<file path="config.mk">
export PLATFORM = sky130hd
export DESIGN_NAME = audio_dac_bitstream_encoder
export DESIGN_NICKNAME = d
export VERILOG_FILES = /design/src/rtl/adbe_pkg.sv /design/src/rtl/adbe_front.sv /design/src/rtl/adbe_cmd_fifo.sv /design/src/rtl/adbe_back.sv /design/src/rtl/audio_dac_bitstream_encoder.sv
export SDC_FILE = /design/constraint.sdc
export NUM_CORES = 2
export LEC_CHECK = 0
export ABC_AREA = 0
export BUFFER_PORTS_ARGS = -buffer_cell sky130_fd_sc_hd__buf_2
export CAP_MARGIN = 5
export CELL_PAD_IN_SITES_DETAIL_PLACEMENT = 1
export CELL_PAD_IN_SITES_GLOBAL_PLACEMENT = 1
export CORE_UTILIZATION = 52
export DETAILED_ROUTE_END_ITERATION = 6
export PLACE_DENSITY = 0.87
export SETUP_SLACK_MARGIN = 0.5
export SYNTH_ARGS = -nofsm -noshare
export SYNTH_HDL_FRONTEND = slang
export SYNTH_SLANG_ARGS = --single-unit
</file>
<file path="constraint.sdc">
create_clock -name clk -period 9.7 [get_ports clk]
set_input_delay 1.455 -clock clk [delete_from_list [all_inputs] [get_ports clk]]
set_output_delay 1.455 -clock clk [all_outputs]
set_load 0.02 [all_outputs]
</file>
<file path="src/rtl/adbe_pkg.sv">
// Shared types and constants for the audio DAC bitstream encoder.
// No dependencies; every rtl file references this package by scoped names.
package adbe_pkg;

    localparam int LEVEL_W              = 16;
    localparam int WORD_W               = 32;
    localparam int RESID_W              = 8;
    localparam int ACC_BITS             = 16;
    localparam int PDM_WORDS_PER_SAMPLE = 2;

    // At most four PDM words per sample, at least one.
    localparam int MAX_STEPS = 4;
    localparam int PDM_COUNT = (PDM_WORDS_PER_SAMPLE > MAX_STEPS) ? MAX_STEPS :
                               ((PDM_WORDS_PER_SAMPLE < 1) ? 1 : PDM_WORDS_PER_SAMPLE);
    localparam int DAC_CODES = 4;
    localparam int STEP_W    = $clog2(MAX_STEPS);

    localparam logic [LEVEL_W-1:0] SIGN_FLIP = 16'h8000;
    localparam logic [LEVEL_W-1:0] MIDSCALE  = 16'h8000;
    localparam logic [LEVEL_W-1:0] LEVEL_MAX = 16'hffff;

    // Command queue between front and back
    localparam int FIFO_DEPTH = 2;
    localparam int FIFO_PTR_W = $clog2(FIFO_DEPTH);
    localparam int FIFO_CNT_W = $clog2(FIFO_DEPTH + 1);

    // Configuration port: word index taken from paddr[2]
    localparam int ADDR_W = 3;
    localparam int DATA_W = 32;
    localparam logic REG_OUTPUT_MODE = 1'b0;

    typedef enum logic [0:0] {
        MODE_PDM = 1'b0,
        MODE_DAC = 1'b1
    } mode_t;

    typedef struct packed {
        mode_t              mode;
        logic [LEVEL_W-1:0] level;
        logic [LEVEL_W-1:0] prev;
    } cmd_t;

endpackage

</file>
<file path="src/rtl/adbe_front.sv">
// Front end: takes samples, offsets them to unsigned levels and builds commands.
// Depends on adbe_pkg.
module adbe_front
(
    input  logic                           clk,
    input  logic                           rst_n,
    input  logic                           push,
    input  logic [adbe_pkg::LEVEL_W-1:0]   sample,
    input  adbe_pkg::mode_t                mode,
    input  logic                           fifo_full,
    output logic                           accept,
    output adbe_pkg::cmd_t                 cmd
);

    logic [adbe_pkg::LEVEL_W-1:0] prev_level_reg;
    logic [adbe_pkg::LEVEL_W-1:0] prev_level_next;
    logic [adbe_pkg::LEVEL_W-1:0] level;

    always_comb
    begin
        accept          = push && !fifo_full;
        level           = sample ^ adbe_pkg::SIGN_FLIP;
        cmd.mode        = mode;
        cmd.level       = level;
        cmd.prev        = prev_level_reg;
        prev_level_next = accept ? level : prev_level_reg;
    end

    // previous level follows every sample in both modes
    always_ff @(posedge clk or negedge rst_n)
    begin
        if (!rst_n)
        begin
            prev_level_reg <= adbe_pkg::MIDSCALE;
        end
        else
        begin
            prev_level_reg <= prev_level_next;
        end
    end

endmodule

</file>
<file path="src/rtl/adbe_cmd_fifo.sv">
// Short command queue between front and back.
// Depends on adbe_pkg.
module adbe_cmd_fifo
(
    input  logic            clk,
    input  logic            rst_n,
    input  logic            wr_en,
    input  adbe_pkg::cmd_t  wr_data,
    input  logic            rd_en,
    output adbe_pkg::cmd_t  rd_data,
    output logic            full,
    output logic            empty
);

    adbe_pkg::cmd_t mem_reg [adbe_pkg::FIFO_DEPTH];

    logic [adbe_pkg::FIFO_PTR_W-1:0] wr_ptr_reg, wr_ptr_next;
    logic [adbe_pkg::FIFO_PTR_W-1:0] rd_ptr_reg, rd_ptr_next;
    logic [adbe_pkg::FIFO_CNT_W-1:0] count_reg, count_next;

    function automatic logic [adbe_pkg::FIFO_PTR_W-1:0] ptr_inc(
        input logic [adbe_pkg::FIFO_PTR_W-1:0] p);
        logic [adbe_pkg::FIFO_PTR_W-1:0] r;
        if (p == adbe_pkg::FIFO_PTR_W'(adbe_pkg::FIFO_DEPTH - 1))
            r = '0;
        else
            r = p + 1'b1;
        return r;
    endfunction

    always_comb
    begin
        full        = (count_reg == adbe_pkg::FIFO_CNT_W'(adbe_pkg::FIFO_DEPTH));
        empty       = (count_reg == '0);
        rd_data     = mem_reg[rd_ptr_reg];
        wr_ptr_next = wr_en ? ptr_inc(wr_ptr_reg) : wr_ptr_reg;
        rd_ptr_next = rd_en ? ptr_inc(rd_ptr_reg) : rd_ptr_reg;
        count_next  = count_reg;
        if (wr_en && !rd_en)
            count_next = count_reg + 1'b1;
        else if (!wr_en && rd_en)
            count_next = count_reg - 1'b1;
    end

    always_ff @(posedge clk or negedge rst_n)
    begin
        if (!rst_n)
        begin
            wr_ptr_reg <= '0;
            rd_ptr_reg <= '0;
            count_reg  <= '0;
        end
        else
        begin
            wr_ptr_reg <= wr_ptr_next;
            rd_ptr_reg <= rd_ptr_next;
            count_reg  <= count_next;
        end
    end

    always_ff @(posedge clk)
    begin
        if (wr_en)
        begin
            mem_reg[wr_ptr_reg] <= wr_data;
        end
    end

endmodule

</file>
<file path="src/rtl/adbe_back.sv">
// Back end: runs commands, one PDM word or DAC code per unstalled cycle, into out_word_reg.
// Depends on adbe_pkg.
module adbe_back
(
    input  logic                         clk,
    input  logic                         rst_n,
    input  adbe_pkg::cmd_t               cmd,
    input  logic                         cmd_empty,
    output logic                         cmd_pop,
    input  logic                         pop,
    output logic                         empty,
    output logic [adbe_pkg::WORD_W-1:0]  out_word,
    output logic                         last
);

    localparam int MUL_W = adbe_pkg::LEVEL_W + $clog2(adbe_pkg::WORD_W) + 1;
    localparam int SUM_W = ((adbe_pkg::ACC_BITS > MUL_W) ? adbe_pkg::ACC_BITS : MUL_W) + 1;
    localparam int INT_W = adbe_pkg::LEVEL_W + 3;

    logic [adbe_pkg::ACC_BITS-1:0] acc_reg, acc_next;
    logic [adbe_pkg::RESID_W-1:0]  resid_reg, resid_next;
    logic [adbe_pkg::STEP_W-1:0]   step_reg, step_next;
    logic                          out_valid_reg, out_valid_next;
    logic [adbe_pkg::WORD_W-1:0]   out_word_reg, out_word_next;
    logic                          last_reg, last_next;

    logic                          out_ready;
    logic                          fire;
    logic                          is_last;
    logic [adbe_pkg::WORD_W-1:0]   pdm_word;
    logic [adbe_pkg::ACC_BITS-1:0] pdm_acc;
    logic [SUM_W-1:0]              base;
    logic [SUM_W-1:0]              carry_sum;
    logic [INT_W-1:0]              interp_sum;
    logic [adbe_pkg::LEVEL_W-1:0]  interp;
    logic [adbe_pkg::LEVEL_W:0]    fb_sum;
    logic [adbe_pkg::LEVEL_W-1:0]  sat;
    logic [2:0]                    w_cur;
    logic [2:0]                    w_prev;
    logic [adbe_pkg::WORD_W-1:0]   dac_word;

    // PDM word: the accumulator after i additions is acc + i*level, so each of
    // the 32 carries is found independently from its own partial sum.
    always_comb
    begin
        pdm_word = '0;
        for (int i = 0; i < adbe_pkg::WORD_W; i++)
        begin
            base      = SUM_W'(acc_reg) + SUM_W'(i) * SUM_W'(cmd.level);
            carry_sum = SUM_W'(base[adbe_pkg::ACC_BITS-1:0]) + SUM_W'(cmd.level);
            pdm_word[adbe_pkg::WORD_W-1-i] = carry_sum[adbe_pkg::ACC_BITS];
        end
        base    = SUM_W'(acc_reg) + SUM_W'(adbe_pkg::WORD_W) * SUM_W'(cmd.level);
        pdm_acc = base[adbe_pkg::ACC_BITS-1:0];
    end

    // DAC code: weights (4-w, w) with w = step+1 give the four interpolation points
    always_comb
    begin
        w_cur      = 3'(step_reg) + 3'd1;
        w_prev     = 3'd4 - w_cur;
        interp_sum = INT_W'(cmd.prev) * INT_W'(w_prev) + INT_W'(cmd.level) * INT_W'(w_cur);
        interp     = interp_sum[adbe_pkg::LEVEL_W+1:2];
        fb_sum     = (adbe_pkg::LEVEL_W+1)'(interp) + (adbe_pkg::LEVEL_W+1)'(resid_reg);
        sat        = fb_sum[adbe_pkg::LEVEL_W] ? adbe_pkg::LEVEL_MAX
                                               : fb_sum[adbe_pkg::LEVEL_W-1:0];
        dac_word   = adbe_pkg::WORD_W'({sat[adbe_pkg::LEVEL_W-1:adbe_pkg::RESID_W],
                                        {adbe_pkg::RESID_W{1'b0}}});
    end

    always_comb
    begin
        out_ready      = !out_valid_reg || pop;
        fire           = !cmd_empty && out_ready;
        acc_next       = acc_reg;
        resid_next     = resid_reg;
        out_word_next  = out_word_reg;
        last_next      = last_reg;
        out_valid_next = out_valid_reg && !pop;

        unique case (cmd.mode)
            adbe_pkg::MODE_PDM:
                is_last = (step_reg == adbe_pkg::STEP_W'(adbe_pkg::PDM_COUNT - 1));
            adbe_pkg::MODE_DAC:
                is_last = (step_reg == adbe_pkg::STEP_W'(adbe_pkg::DAC_CODES - 1));
            default:
                is_last = 1'b1;
        endcase

        cmd_pop   = fire && is_last;
        step_next = step_reg;

        if (fire)
        begin
            out_valid_next = 1'b1;
            last_next      = is_last;
            step_next      = is_last ? '0 : step_reg + 1'b1;
            if (cmd.mode == adbe_pkg::MODE_PDM)
            begin
                out_word_next = pdm_word;
                acc_next      = pdm_acc;
            end
            else
            begin
                out_word_next = dac_word;
                resid_next    = sat[adbe_pkg::RESID_W-1:0];
            end
        end
    end

    always_ff @(posedge clk or negedge rst_n)
    begin
        if (!rst_n)
        begin
            acc_reg       <= '0;
            resid_reg     <= '0;
            step_reg      <= '0;
            out_valid_reg <= 1'b0;
        end
        else
        begin
            acc_reg       <= acc_next;
            resid_reg     <= resid_next;
            step_reg      <= step_next;
            out_valid_reg <= out_valid_next;
        end
    end

    always_ff @(posedge clk)
    begin
        out_word_reg <= out_word_next;
        last_reg     <= last_next;
    end

    assign empty    = !out_valid_reg;
    assign out_word = out_word_reg;
    assign last     = last_reg;

endmodule

</file>
<file path="src/rtl/audio_dac_bitstream_encoder.sv">
// Top level of the audio DAC bitstream encoder: config register, front, queue, back.
// Depends on adbe_pkg, adbe_front, adbe_cmd_fifo, adbe_back.
//
//  channel   direction  handshake          payload
//  sample    in         push / full        sample[15:0] signed
//  result    out        pop / empty        out_word[31:0], last
//  config    in         psel/penable/...   output_mode at paddr 0 (bit 0)
//
// Each sample yields PDM_COUNT result words (two) in PDM mode and four in DAC mode; the
// front accepts one sample per cycle until the two-entry command queue fills. An
// accepted sample is written into the command queue, and its first result is then
// registered in the back end's output register before it reaches the ports.
// Reset is asynchronous, active low, and clears mode, accumulator, residual and queues.
// A stalled pop holds the output register; the back end then stops and the queue fills.
module audio_dac_bitstream_encoder
(
    input  logic                                 clk,
    input  logic                                 rst_n,
    input  logic                                 push,
    output logic                                 full,
    input  logic signed [adbe_pkg::LEVEL_W-1:0]  sample,
    input  logic                                 pop,
    output logic                                 empty,
    output logic [adbe_pkg::WORD_W-1:0]          out_word,
    output logic                                 last,
    input  logic                                 psel,
    input  logic                                 penable,
    input  logic                                 pwrite,
    input  logic [adbe_pkg::ADDR_W-1:0]          paddr,
    input  logic [adbe_pkg::DATA_W-1:0]          pwdata,
    output logic [adbe_pkg::DATA_W-1:0]          prdata,
    output logic                                 pready
);

    adbe_pkg::mode_t mode_reg, mode_next;
    adbe_pkg::cmd_t  front_cmd;
    adbe_pkg::cmd_t  back_cmd;
    logic            accept;
    logic            fifo_empty;
    logic            fifo_pop;
    logic            cfg_wr;

    always_comb
    begin
        pready    = 1'b1;
        cfg_wr    = psel && penable && pwrite && pready;
        mode_next = mode_reg;
        if (cfg_wr && paddr[2] == adbe_pkg::REG_OUTPUT_MODE)
            mode_next = adbe_pkg::mode_t'(pwdata[0]);
        prdata = '0;
        if (paddr[2] == adbe_pkg::REG_OUTPUT_MODE)
            prdata = adbe_pkg::DATA_W'(mode_reg);
    end

    always_ff @(posedge clk or negedge rst_n)
    begin
        if (!rst_n)
        begin
            mode_reg <= adbe_pkg::MODE_PDM;
        end
        else
        begin
            mode_reg <= mode_next;
        end
    end

    adbe_front u_front
    (
        .clk       (clk),
        .rst_n     (rst_n),
        .push      (push),
        .sample    (sample),
        .mode      (mode_reg),
        .fifo_full (full),
        .accept    (accept),
        .cmd       (front_cmd)
    );

    adbe_cmd_fifo u_cmd_fifo
    (
        .clk     (clk),
        .rst_n   (rst_n),
        .wr_en   (accept),
        .wr_data (front_cmd),
        .rd_en   (fifo_pop),
        .rd_data (back_cmd),
        .full    (full),
        .empty   (fifo_empty)
    );

    adbe_back u_back
    (
        .clk       (clk),
        .rst_n     (rst_n),
        .cmd       (back_cmd),
        .cmd_empty (fifo_empty),
        .cmd_pop   (fifo_pop),
        .pop       (pop),
        .empty     (empty),
        .out_word  (out_word),
        .last      (last)
    );

endmodule

</file>
==> results.toml <==
[setup_path]
path_buf_inv = 4
crit_fanout = 24
worst_path_max_delay_cell = "dfrtp_2"
critPathKind = "flip-flop to flip-flop"
cpPeakStageDelay_ns = 0.62
cp-start-kind = "flip-flop"
path_delay_family = "compound AO/OA/AOI/OAI gates"
worstSetupEndpointType = "flip-flop"
cp_data_required_time_ns = 9.94
critPathArrivalTime_ns = 8.32

[drt]
drc = 0
drtPass1Iterations = 6
vias_per_cell = 6.39
vias = 37400
final_antenna_net_count = 0
wirelength_um = 154000
wl_per_cell_um = 26.3
drtIter0Drc = 2572

[clock_network]
ctsHtreeMaxLevel = 4
clk_latency_ns = 0.52
cts.clk_slew.worst_paths_ns = 0.11
clock-sinks = 142
cts_made_buffers = 17
ctsHoldBuffers = 0
clock_path_buffers = 2
cts-root-buf = "clkbuf_16"
cts_tree = "yes"
post_cts_resized = 0
cts_setup_buffers = 0

[die]
start_util_pct = 52.8
ios = 126
num_rows = 103
core_area_mm2 = 0.0793
die_w_um = 286
die_h_um = 286
die_area_mm2 = 0.0815

[yosys]
synth_seq_cells = 142
synth_edf_count = 99
yosys_warnings = 0
synth_top_area_share_pct = 27.1
yosys.area.top_type = "ha_1"
netlist_top_cells_count = "906 x ha_1, 669 x inv_1, 370 x fa_1"
postSynthCellCount = 4645
synthTopCellsByArea = "ha_1 27%, fa_1 18%, edfxtp_1 7.1%"
synth_area_mm2 = 0.0418
post_synth.cell_area_avg_um2 = 9.00
synth_seq_area_share_pct = 9.69
ys_types = 99
async_flop_share_pct = 30.3
yosys_most_used_dff = "edfxtp_1"
synth_most_common_cell = "ha_1"

[placement]
port_buffers = 60
dp_hpwl_um = 119000
place_congestion = 0.997

[timing]
finalSetupTns_ns = 0
fmaxAchievable_mhz = 124
finalCritPeriodShare_pct = 83.3
finalHoldViolations = 0
fin_crit_ns = 8.08
finalMaxSlewViolations = 0
setup_violations = 0
skew_ns = 0.0363
worstMarginPinSlew_ns = 1.25
rsz0062_at_grt = "false"
slew-limit-headroom_pct = 14.6

[cells_and_area]
largest_register_ffs = 66
ff_latch_area_mm2 = 0.00405
fillers = 9290
multi_input_area_mm2 = 0.0350
drive_above_1_share_pct = 5.73
nNetsFinal = 6118
area_growth_pct = 6.28
fin_util_pct = 56.1

[global_routing]
grt_pass1_vias = 41100
grt_pass1_wl_um = 234000
track_usage_pct = 37.6
grt.overflow.total = 0
antenna_found_initial = 1
grt_max_degree = 44

[job]
drv_cap = 0

[status]
status = "completed"

[hold_path]
min_path_type = "flip-flop to flip-flop"
==> cells by family (layout without fill, tap and decap cells) <==
logic type / after synthesis / in the layout / synth area share, %
multiplexers: 52 / 52 / 1.33
adder cells (fa/ha/maj): 1276 / 1276 / 44.8
flip-flops: 142 / 142 / 9.69
buffers and inverters: 737 / 845 / 6.95
AO/OA/AOI/OAI: 1102 / 1102 / 17.4
AND/OR/NAND/NOR: 928 / 928 / 11.0
XOR/XNOR: 406 / 406 / 8.77
other: 2 / 48 / 0.0180
==> metal layers <==
metal | wire (µm) | vias up | GRT usage [%]
li1 | - | 16400 | -
met1 | 58200 | 18700 | 43.4
met2 | 69500 | 1633 | 61.0
met3 | 12800 | 665 | 8.21
met4 | 13300 | 2 | 28.8
met5 | 18 | - | 0
==> worst paths after layout <==
path,from,to,slack [ns],cells after the start
worst max-delay path,u_cmd_fifo.rd_ptr_reg,u_back.out_word[9],1.62,25
max in group asynchronous,rst_n,u_cmd_fifo.rd_ptr_reg,8.14,2
worst min-delay path,u_front.prev_level_reg[12],u_cmd_fifo.mem_reg[0][12],0.49,0
min in group asynchronous,rst_n,u_back.acc_reg[15],1.07,2
worst min register to register,u_front.prev_level_reg[12],u_cmd_fifo.mem_reg[0][12],0.49,0
worst max register to register,u_cmd_fifo.rd_ptr_reg,u_back.out_word[9],1.62,25
==> area by class of cell <==
type                            instances  area share, %
Antenna cell                            2         0.0113
Timing Repair Buffer                  139           2.01
Multi-Input combinational cell       3810           78.9
Sequential cell                       142           9.12
Inverter                              674           5.70
Clock buffer                           17          0.957
Clock inverter                         15          0.386
Tap cell                             1050           2.96
==> through the flow <==
stage	worst slack, ns	std cells	area (µm²)	hold slack (ns)
after floorplan	2.50	4689	42000	0.442
after global placement	2.05	5815	43800	0.449
after detailed placement	1.89	5815	43800	0.460
after CTS	1.72	5847	44400	0.484
after global routing	1.19	5847	44400	0.497
final	1.62	5849	44400	0.486
==> layout by cell type, fill, tap and decap left out, types with 42 or more instances in the layout <==
cell      count
ha_1        906
inv_1       657
fa_1        370
xnor2_1     316
a21oi_1     302
nor2_1      256
o21ai_0     210
nand2_1     191
a21o_1      132
edfxtp_1     99
nor2b_1      87
xor2_1       79
buf_4        79
nor3_1       74
nand3_1      71
o21a_1       67
buf_2        60
o21bai_1     56
nand2b_1     48
conb_1       46
mux2i_1      42
Power is left out: the tool's default activity adds up to more than one toggle a clock period on the data nets, which glitch-free logic cannot reach.
